### src/rtl/core/ecal_pkg.sv
// Shared types, constants and helper functions of the epoch to BCD calendar block.
package ecal_pkg;

    // Valid window, seconds since 1970-01-01
    localparam logic [31:0] FIRST_VALID   = 32'd946684800;
    // Length of the window 2000-01-01 .. 2099-12-31 23:59:59, plus one
    localparam logic [31:0] WINDOW_SPAN   = 32'd3155760000;

    // Restoring division setups: divisor pre-shifted by (steps - 1)
    localparam int          DAY_STEPS     = 16;
    localparam logic [31:0] DAY_DIV_INIT  = 32'd86400 << (DAY_STEPS - 1);
    localparam int          HOUR_STEPS    = 5;
    localparam logic [31:0] HOUR_DIV_INIT = 32'd3600 << (HOUR_STEPS - 1);
    localparam int          MIN_STEPS     = 6;
    localparam logic [31:0] MIN_DIV_INIT  = 32'd60 << (MIN_STEPS - 1);
    localparam int          WEEK_STEPS    = 16;
    localparam logic [31:0] WEEK_DIV_INIT = 32'd7 << (WEEK_STEPS - 1);

    localparam logic [8:0]  COMMON_YEAR_LEN = 9'd365;
    localparam logic [8:0]  LEAP_YEAR_LEN   = 9'd366;

    localparam logic [3:0]  MONTH_JAN = 4'd1;
    localparam logic [3:0]  MONTH_FEB = 4'd2;
    localparam logic [3:0]  MONTH_APR = 4'd4;
    localparam logic [3:0]  MONTH_JUN = 4'd6;
    localparam logic [3:0]  MONTH_SEP = 4'd9;
    localparam logic [3:0]  MONTH_NOV = 4'd11;
    localparam logic [3:0]  MONTH_DEC = 4'd12;

    // 2000-01-01 was a Saturday
    localparam logic [2:0]  WEEKDAY_SAT = 3'd6;

    // Binary calendar fields handed to the BCD packer
    typedef struct packed {
        logic       ok;
        logic [5:0] sec;
        logic [5:0] min;
        logic [4:0] hour;
        logic [4:0] day0;     // day of month minus one
        logic [2:0] weekday;
        logic [3:0] month;
        logic [6:0] year;     // year minus 2000
    } ecal_bin_t;

    // Packed result fields
    typedef struct packed {
        logic       ok;
        logic [6:0] second;
        logic [6:0] minute;
        logic [5:0] hour;
        logic [5:0] day;
        logic [2:0] weekday;
        logic [4:0] month;
        logic [7:0] year;
    } ecal_bcd_t;

    function automatic logic [4:0] days_in_month(input logic [3:0] month, input logic leap);
        logic [4:0] len;
        unique case (month)
            MONTH_FEB: len = leap ? 5'd29 : 5'd28;
            MONTH_APR,
            MONTH_JUN,
            MONTH_SEP,
            MONTH_NOV: len = 5'd30;
            default:   len = 5'd31;
        endcase
        return len;
    endfunction

    // Two-digit BCD of a value below 100
    function automatic logic [7:0] to_bcd(input logic [6:0] v);
        logic [3:0] tens;
        logic [6:0] units;
        tens = 4'd0;
        for (int k = 1; k < 10; k++) begin
            if (v >= 7'(10 * k)) tens = 4'(k);
        end
        units = v - 7'({3'b000, tens} * 7'd10);
        return {tens, units[3:0]};
    endfunction

endpackage

### src/rtl/core/epoch_to_bcd_calendar.sv
// Top level: Unix seconds to RTC calendar bytes through one shared subtract/compare unit.
//
//  channel | handshake            | payload
//  --------+----------------------+-------------------------------------------------
//  in      | in_valid / in_stall  | unix_time[31:0]
//  out     | out_valid / out_stall| valid_res, second_bcd, minute_bcd, hour_bcd,
//          |                      | day_bcd, weekday_code, month_bcd, year_bcd
//
// From acceptance to the output load an item goes through the range checks, four
// restoring divisions and the year and month walks, one year or month per step; an
// out-of-range item goes straight to the load after the failing range check. Every step
// is one pass through the single 33-bit subtractor. The sequencer returns to idle before
// the next item can be taken. in_stall is high from acceptance until the result is
// loaded into the output register; the next item is taken while that result waits
// on out_stall. A finished result waits in its sequencer state only if the previous
// one is still held. Reset clears the sequencer and out_valid.
module epoch_to_bcd_calendar
    import ecal_pkg::*;
(
    input  logic        clk,
    input  logic        rst_n,

    input  logic        in_valid,
    output logic        in_stall,
    input  logic [31:0] unix_time,

    output logic        out_valid,
    input  logic        out_stall,
    output logic        valid_res,
    output logic [6:0]  second_bcd,
    output logic [6:0]  minute_bcd,
    output logic [5:0]  hour_bcd,
    output logic [5:0]  day_bcd,
    output logic [2:0]  weekday_code,
    output logic [4:0]  month_bcd,
    output logic [7:0]  year_bcd
);

    localparam logic [3:0] S_IDLE   = 4'd0;
    localparam logic [3:0] S_LO     = 4'd1;   // t - first valid, borrow = too early
    localparam logic [3:0] S_HI     = 4'd2;   // offset vs window span
    localparam logic [3:0] S_DAYDIV = 4'd3;   // offset / 86400
    localparam logic [3:0] S_HRDIV  = 4'd4;   // seconds of day / 3600
    localparam logic [3:0] S_MINDIV = 4'd5;   // remainder / 60
    localparam logic [3:0] S_WKDIV  = 4'd6;   // days % 7
    localparam logic [3:0] S_YEAR   = 4'd7;   // peel whole years
    localparam logic [3:0] S_MONTH  = 4'd8;   // peel whole months
    localparam logic [3:0] S_DONE   = 4'd9;   // load output register

    logic [3:0]  state_reg, state_next;
    logic [31:0] acc_reg, acc_next;
    logic [31:0] div_reg, div_next;
    logic [15:0] quo_reg, quo_next;
    logic [3:0]  cnt_reg, cnt_next;
    logic [15:0] days_reg, days_next;
    logic [4:0]  hour_reg, hour_next;
    logic [5:0]  min_reg, min_next;
    logic [5:0]  sec_reg, sec_next;
    logic [2:0]  wd_reg, wd_next;
    logic [6:0]  year_reg, year_next;
    logic [3:0]  month_reg, month_next;
    logic        ok_reg, ok_next;

    logic        out_valid_reg, out_valid_next;
    ecal_bcd_t   res_reg, res_next;

    // Shared subtract/compare unit
    logic [31:0] sub_opnd;
    logic [32:0] sub_diff;
    logic        borrow;
    logic        leap;
    logic [8:0]  year_len;
    logic [4:0]  mon_len;

    // Restoring-division step results
    logic [31:0] step_acc;
    logic [15:0] step_quo;

    ecal_bin_t   bin_fields;
    ecal_bcd_t   bcd_fields;

    // Within 2000..2099 the leap rule reduces to divisibility by 4
    assign leap     = (year_reg[1:0] == 2'b00);
    assign year_len = leap ? LEAP_YEAR_LEN : COMMON_YEAR_LEN;
    assign mon_len  = days_in_month(month_reg, leap);

    always_comb
    begin
        unique case (state_reg)
            S_LO:    sub_opnd = FIRST_VALID;
            S_HI:    sub_opnd = WINDOW_SPAN;
            S_YEAR:  sub_opnd = {23'd0, year_len};
            S_MONTH: sub_opnd = {27'd0, mon_len};
            default: sub_opnd = div_reg;
        endcase
    end

    assign sub_diff = {1'b0, acc_reg} - {1'b0, sub_opnd};
    assign borrow   = sub_diff[32];
    assign step_acc = borrow ? acc_reg : sub_diff[31:0];
    assign step_quo = {quo_reg[14:0], ~borrow};

    assign bin_fields = '{
        ok:      ok_reg,
        sec:     sec_reg,
        min:     min_reg,
        hour:    hour_reg,
        day0:    acc_reg[4:0],
        weekday: wd_reg,
        month:   month_reg,
        year:    year_reg
    };

    ecal_bcd_pack u_bcd_pack (
        .bin (bin_fields),
        .bcd (bcd_fields)
    );

    always_comb
    begin
        state_next = state_reg;
        acc_next   = acc_reg;
        div_next   = div_reg;
        quo_next   = quo_reg;
        cnt_next   = cnt_reg;
        days_next  = days_reg;
        hour_next  = hour_reg;
        min_next   = min_reg;
        sec_next   = sec_reg;
        wd_next    = wd_reg;
        year_next  = year_reg;
        month_next = month_reg;
        ok_next    = ok_reg;
        res_next   = res_reg;
        // Output register empties when taken
        out_valid_next = out_valid_reg & out_stall;

        unique case (state_reg)
            S_IDLE:
            begin
                if (in_valid)
                begin
                    acc_next   = unix_time;
                    ok_next    = 1'b1;
                    state_next = S_LO;
                end
            end
            S_LO:
            begin
                if (borrow)
                begin
                    ok_next    = 1'b0;
                    state_next = S_DONE;
                end
                else
                begin
                    acc_next   = sub_diff[31:0];
                    state_next = S_HI;
                end
            end
            S_HI:
            begin
                if (!borrow)
                begin
                    ok_next    = 1'b0;
                    state_next = S_DONE;
                end
                else
                begin
                    div_next   = DAY_DIV_INIT;
                    cnt_next   = 4'(DAY_STEPS - 1);
                    quo_next   = '0;
                    state_next = S_DAYDIV;
                end
            end
            S_DAYDIV, S_HRDIV, S_MINDIV, S_WKDIV:
            begin
                acc_next = step_acc;
                quo_next = step_quo;
                div_next = div_reg >> 1;
                cnt_next = cnt_reg - 4'd1;
                if (cnt_reg == 4'd0)
                begin
                    quo_next = '0;
                    unique case (state_reg)
                        S_DAYDIV:
                        begin
                            days_next  = step_quo;
                            div_next   = HOUR_DIV_INIT;
                            cnt_next   = 4'(HOUR_STEPS - 1);
                            state_next = S_HRDIV;
                        end
                        S_HRDIV:
                        begin
                            hour_next  = step_quo[4:0];
                            div_next   = MIN_DIV_INIT;
                            cnt_next   = 4'(MIN_STEPS - 1);
                            state_next = S_MINDIV;
                        end
                        S_MINDIV:
                        begin
                            min_next   = step_quo[5:0];
                            sec_next   = step_acc[5:0];
                            acc_next   = {16'd0, days_reg};
                            div_next   = WEEK_DIV_INIT;
                            cnt_next   = 4'(WEEK_STEPS - 1);
                            state_next = S_WKDIV;
                        end
                        default:
                        begin
                            // remainder 0 is Saturday, otherwise remainder 1 is Sunday (code 0) and so on
                            wd_next    = (step_acc[2:0] == 3'd0) ? WEEKDAY_SAT
                                                                 : step_acc[2:0] - 3'd1;
                            acc_next   = {16'd0, days_reg};
                            year_next  = '0;
                            state_next = S_YEAR;
                        end
                    endcase
                end
            end
            S_YEAR:
            begin
                if (borrow)
                begin
                    month_next = MONTH_JAN;
                    state_next = S_MONTH;
                end
                else
                begin
                    acc_next  = sub_diff[31:0];
                    year_next = year_reg + 7'd1;
                end
            end
            S_MONTH:
            begin
                if (borrow || month_reg == MONTH_DEC)
                begin
                    state_next = S_DONE;
                end
                else
                begin
                    acc_next   = sub_diff[31:0];
                    month_next = month_reg + 4'd1;
                end
            end
            S_DONE:
            begin
                if (!out_valid_reg || !out_stall)
                begin
                    res_next       = bcd_fields;
                    out_valid_next = 1'b1;
                    state_next     = S_IDLE;
                end
            end
            default:
            begin
                state_next = S_IDLE;
            end
        endcase
    end

    always_ff @(posedge clk or negedge rst_n)
    begin
        if (!rst_n)
        begin
            state_reg     <= S_IDLE;
            out_valid_reg <= 1'b0;
        end
        else
        begin
            state_reg     <= state_next;
            out_valid_reg <= out_valid_next;
        end
    end

    always_ff @(posedge clk)
    begin
        acc_reg   <= acc_next;
        div_reg   <= div_next;
        quo_reg   <= quo_next;
        cnt_reg   <= cnt_next;
        days_reg  <= days_next;
        hour_reg  <= hour_next;
        min_reg   <= min_next;
        sec_reg   <= sec_next;
        wd_reg    <= wd_next;
        year_reg  <= year_next;
        month_reg <= month_next;
        ok_reg    <= ok_next;
        res_reg   <= res_next;
    end

    assign in_stall     = (state_reg != S_IDLE);
    assign out_valid    = out_valid_reg;
    assign valid_res    = res_reg.ok;
    assign second_bcd   = res_reg.second;
    assign minute_bcd   = res_reg.minute;
    assign hour_bcd     = res_reg.hour;
    assign day_bcd      = res_reg.day;
    assign weekday_code = res_reg.weekday;
    assign month_bcd    = res_reg.month;
    assign year_bcd     = res_reg.year;

    // An out-of-range result carries only zero bytes
    a_invalid_zero: assert property (@(posedge clk) disable iff (!rst_n)
        (out_valid && !valid_res) |->
            (second_bcd == '0 && minute_bcd == '0 && hour_bcd == '0 && day_bcd == '0 &&
             weekday_code == '0 && month_bcd == '0 && year_bcd == '0))
        else $error("invalid result with nonzero bytes");

    // A valid date has nonzero day and month and a real weekday
    a_valid_date: assert property (@(posedge clk) disable iff (!rst_n)
        (out_valid && valid_res) |->
            (day_bcd != '0 && month_bcd != '0 && weekday_code <= WEEKDAY_SAT))
        else $error("valid result with impossible date");

    // Year walk never leaves the century
    a_year_range: assert property (@(posedge clk) disable iff (!rst_n)
        (state_reg == S_YEAR) |-> (year_reg <= 7'd99))
        else $error("year walk past 2099");

    // Month walk stays in January..December
    a_month_range: assert property (@(posedge clk) disable iff (!rst_n)
        (state_reg == S_MONTH) |-> (month_reg >= MONTH_JAN && month_reg <= MONTH_DEC))
        else $error("month walk out of range");

    // Accepted item starts with the lower range check
    a_accept_start: assert property (@(posedge clk) disable iff (!rst_n)
        (in_valid && !in_stall) |=> (state_reg == S_LO))
        else $error("accepted item did not start the sequence");

endmodule

### src/rtl/core/ecal_bcd_pack.sv
// Packs the binary calendar fields into BCD bytes; zeroes all on an out-of-range time.
module ecal_bcd_pack
    import ecal_pkg::*;
(
    input  ecal_bin_t bin,
    output ecal_bcd_t bcd
);

    logic [7:0] sec_b;
    logic [7:0] min_b;
    logic [7:0] hour_b;
    logic [7:0] day_b;
    logic [7:0] month_b;
    logic [7:0] year_b;
    logic [6:0] day1;

    assign day1    = {2'b00, bin.day0} + 7'd1;
    assign sec_b   = to_bcd({1'b0, bin.sec});
    assign min_b   = to_bcd({1'b0, bin.min});
    assign hour_b  = to_bcd({2'b00, bin.hour});
    assign day_b   = to_bcd(day1);
    assign month_b = to_bcd({3'b000, bin.month});
    assign year_b  = to_bcd(bin.year);

    always_comb
    begin
        if (bin.ok)
        begin
            bcd.ok      = 1'b1;
            bcd.second  = sec_b[6:0];
            bcd.minute  = min_b[6:0];
            bcd.hour    = hour_b[5:0];
            bcd.day     = day_b[5:0];
            bcd.weekday = bin.weekday;
            bcd.month   = month_b[4:0];
            bcd.year    = year_b;
        end
        else
        begin
            bcd = '0;
        end
    end

endmodule

### config.mk
export PLATFORM = sky130hd
export DESIGN_NAME = epoch_to_bcd_calendar
export DESIGN_NICKNAME = d
export VERILOG_FILES = /design/src/rtl/core/ecal_pkg.sv /design/src/rtl/core/epoch_to_bcd_calendar.sv /design/src/rtl/core/ecal_bcd_pack.sv
export SDC_FILE = /design/constraint.sdc
export NUM_CORES = 1
export LEC_CHECK = 0
export ABC_AREA = 1
export BUFFER_PORTS_ARGS = -buffer_cell sky130_fd_sc_hd__buf_4
export CAP_MARGIN = 20
export CORE_ASPECT_RATIO = 1.4
export CORE_MARGIN = 2
export CORE_UTILIZATION = 50
export CTS_BUF_LIST = sky130_fd_sc_hd__clkbuf_4
export CTS_CLUSTER_SIZE = 28
export DETAILED_ROUTE_END_ITERATION = 8
export HOLD_SLACK_MARGIN = 0.03
export PLACE_DENSITY = 0.78
export SYNTH_ARGS = -nofsm -noshare
export SYNTH_HDL_FRONTEND = slang
export SYNTH_SLANG_ARGS = --single-unit
### constraint.sdc
create_clock -name clk -period 6.5 [get_ports clk]
set_clock_uncertainty 0.05 [all_clocks]
set_input_delay 0.325 -clock clk [delete_from_list [all_inputs] [get_ports clk]]
set_output_delay 0.325 -clock clk [all_outputs]
set_load 0.01 [all_outputs]
==> summary.md <==
| Metric | Value |
|---|---|
| Synth Area per Inst | `8.138 µm²` |
| Synthesized Nets | `1495` |
| Maximum root-to-sink buffer count | `2` |
| # clock sinks | `179` |
| Commonest cells after routing, fill and taps aside | `357 x nand2_1, 189 x nor2_1, 189 x inv_1` |
| H-Tree Level Count | `4` |
| Worst setup path end | `div_reg[29]` |
| Final setup fails | `0` |
| Synth Instances | `1403` |
| Setup TNS | `0 ns` |
| # IOs | `81` |
| Root Driver | `clkbuf_4` |
| Final hold vios | `0` |
| DRT antenna net count | `0` |
| Initial antenna violation count | `1` |
| Post-Syn Area | `11420 µm²` |
| Post-CTS sizing | `0` |
| Crit path DAT | `5.48 ns` |
| Top_reg_cell synth | `edfxtp_1` |
| Register bit total from synthesis | `179` |
| Hold path start | `unix_time[16]` |
| WL final | `29.87 mm` |
| Die W | `131.7 µm` |
| Full die area | `24080 µm²` |
| Post-synth ARST share | `2.793%` |
| Total number of vias | `9804` |
| Seq/Total Area, Yosys | `46.86%` |
| Gpl congestion | `0.9823` |
| Drc violations | `0` |
| Critical path launch point | `state_reg[0]` |
| Critical path class | `register to register` |
| Max Cap Violations | `0` |
| Site row count | `65` |
| Chip height | `182.8 µm` |
| CTS tree | `yes` |
| Gr ovfl total | `0` |
| Startpoint types | `register` |
| Final period utilization | `80.87%` |
| Area added between synthesis and finish | `13.94%` |
| Pin count of the biggest net entering global routing | `47` |
| Worst-skew pair later-pin latency | `0.61 ns` |
| Worst-Margin Slew | `0.9593 ns` |
| FF-to-FF setup slack | `1.24 ns` |
| First-pass GRT wire length | `47.39 mm` |
| RSZ-0062 raised after global routing | `false` |
| DR pass1 iterations | `6` |
| Max Fanout on Critical Path | `29` |
| Post-synth EDFFs | `174` |
| WHS | `0.08495 ns` |
| Fillers | `2049` |
| WP data required | `6.72 ns` |
| Reg2reg start | `state_reg[0]` |
| Commonest non-fill, non-tap cell in the layout | `nand2_1` |
| DR vias/cell | `5.360` |
| Nets | `1607` |
| Clk slew on worst S/H paths | `0.15 ns` |
| Core area | `22450 µm²` |
| Class of the tightest hold or removal check | `primary input to register` |
| Initial Util | `50.86%` |
| Synth warnings | `0` |
| Setup crit end kind | `register` |
| WL/cell | `16.33 µm` |
| Cell variety after synth | `50` |
| Post-DP HPWL | `22.83 mm` |
| R2R cell count | `25` |
| Final worst path period need | `5.256 ns` |
| Critical R2R Capture | `div_reg[29]` |
| Status | `finished, final reports clean` |
| Vias in the first global route | `9468` |
| Share of cells above drive strength 1 | `11.66%` |
| Fmax | `190.2 MHz` |
| Tot GR Track Use | `25.18%` |
| Max transition margin | `35.89%` |
| Slew Limit Fails | `0` |
| First-iteration detailed-routing DRC count | `610` |
| Buffers on Ports | `80` |
| CTS Buf Count | `17` |
[cells in the mapped netlist (3+ instances only)]
master,number,area (µm²)
o21a_1,5,37.54
a21oi_2,5,43.79
edfxtp_1,174,5225
buf_2,8,40.04
o21ai_0,72,360.4
nand2_2,10,62.56
nand3_1,81,405.4
nor3_1,17,85.08
nand3b_1,11,82.58
fa_1,6,120.1
o311ai_0,4,35.03
o21bai_1,5,37.54
nor2_4,6,67.56
buf_6,4,45.04
inv_1,189,709.4
a211oi_1,4,30.03
dfrtp_1,5,125.1
a31oi_1,6,37.54
nand4_1,8,50.05
nor2_2,5,31.28
ha_1,50,625.6
a21oi_1,75,375.4
nand2_1,358,1344
nand2_4,6,67.56
xnor2_1,9,78.83
o21ai_1,8,40.04
xor2_1,18,157.7
clkbuf_1,15,56.30
o211ai_1,4,30.03
inv_2,11,41.29
buf_1,3,11.26
or2_2,5,31.28
nor2_1,190,713.2
a21o_1,3,22.52
[layer usage]
metal  part of all wire, %  vias to the layer above  track usage [%]
met3                   4.3                       86            3.980
met5                     0                        -                0
met2                    52                      326            46.83
met1                    38                     4565            27.18
met4                   5.1                        0            14.09
li1                      -                     4827                -
[area by class of cell]
cell class | instances | area, µm² | area share, %
Inverter | 203 | 767.0 | 5.896
Sequential cell | 179 | 5350 | 41.13
Timing Repair Buffer | 125 | 1036 | 7.964
Clock inverter | 11 | 183.9 | 1.414
Tap cell | 301 | 376.6 | 2.895
Clock buffer | 20 | 150.1 | 1.154
Antenna cell | 1 | 2.502 | 0.01924
Multi-Input combinational cell | 989 | 5142 | 39.53
[stage by stage]
stage          util (%)  setup slack [ns]  instance area, µm²  std cells
2_1_floorplan         -            0.6539               11420       1403
3_3_place_gp      54.85             1.505               12310       1762
3_5_place_dp      54.85             1.360               12310       1762
4_1_cts           57.85             1.312               12990       1827
5_1_grt           57.95            0.8147               13010       1829
6_report          57.95             1.244               13010       1829
[cells by family after synthesis]
kind of cell	synth area share (%)
and+or+nand+nor	26.29
buffers and inverters	8.296
AOI/OAI and AO/OA	9.951
DFF	46.86
adders and majority gates	6.532
xor gates and xnor gates	2.071
[timing repair]
item                                   CTS  global route
hold buffers                            34             0
buffers inserted                         0             0
endpoints found under the hold margin   37             0
[worst min-delay path by stage]
stage / slack (ns) / to / cells after the start
3_3_place_gp: 0.08 / out_valid / 1
5_1_grt: 0.07 / acc_reg[16] / 3
6_report: 0.08 / acc_reg[16] / 3
4_1_cts: 0.03 / acc_reg[16] / 3
2_1_floorplan: -0.02 / out_valid / 0
3_5_place_dp: 0.08 / out_valid / 1
[worst max-delay path, stage by stage (launching register included)]
cell and delay (ns):
dfrtp_1 0.44, nor2_1 0.21, nand2_1 0.40, inv_2 0.50
nor2_1 0.15, inv_2 0.16, nor2_1 0.06, buf_4 0.18
inv_1 0.26, nor2_1 0.08, nor2_1 0.15, ha_1 0.16
inv_1 0.04, fa_1 0.41, nand3_1 0.11, nand2_1 0.12
nand2_1 0.10, nand2_2 0.07, nand2_2 0.07, nand2_4 0.06
nand2_4 0.14, nand2_4 0.20, inv_4 0.19, nand2_1 0.11
nand2_2 0.11, buf_4 0.35
Power is left out: the tool's default activity adds up to more than one toggle a clock period on the data nets, which glitch-free logic cannot reach.
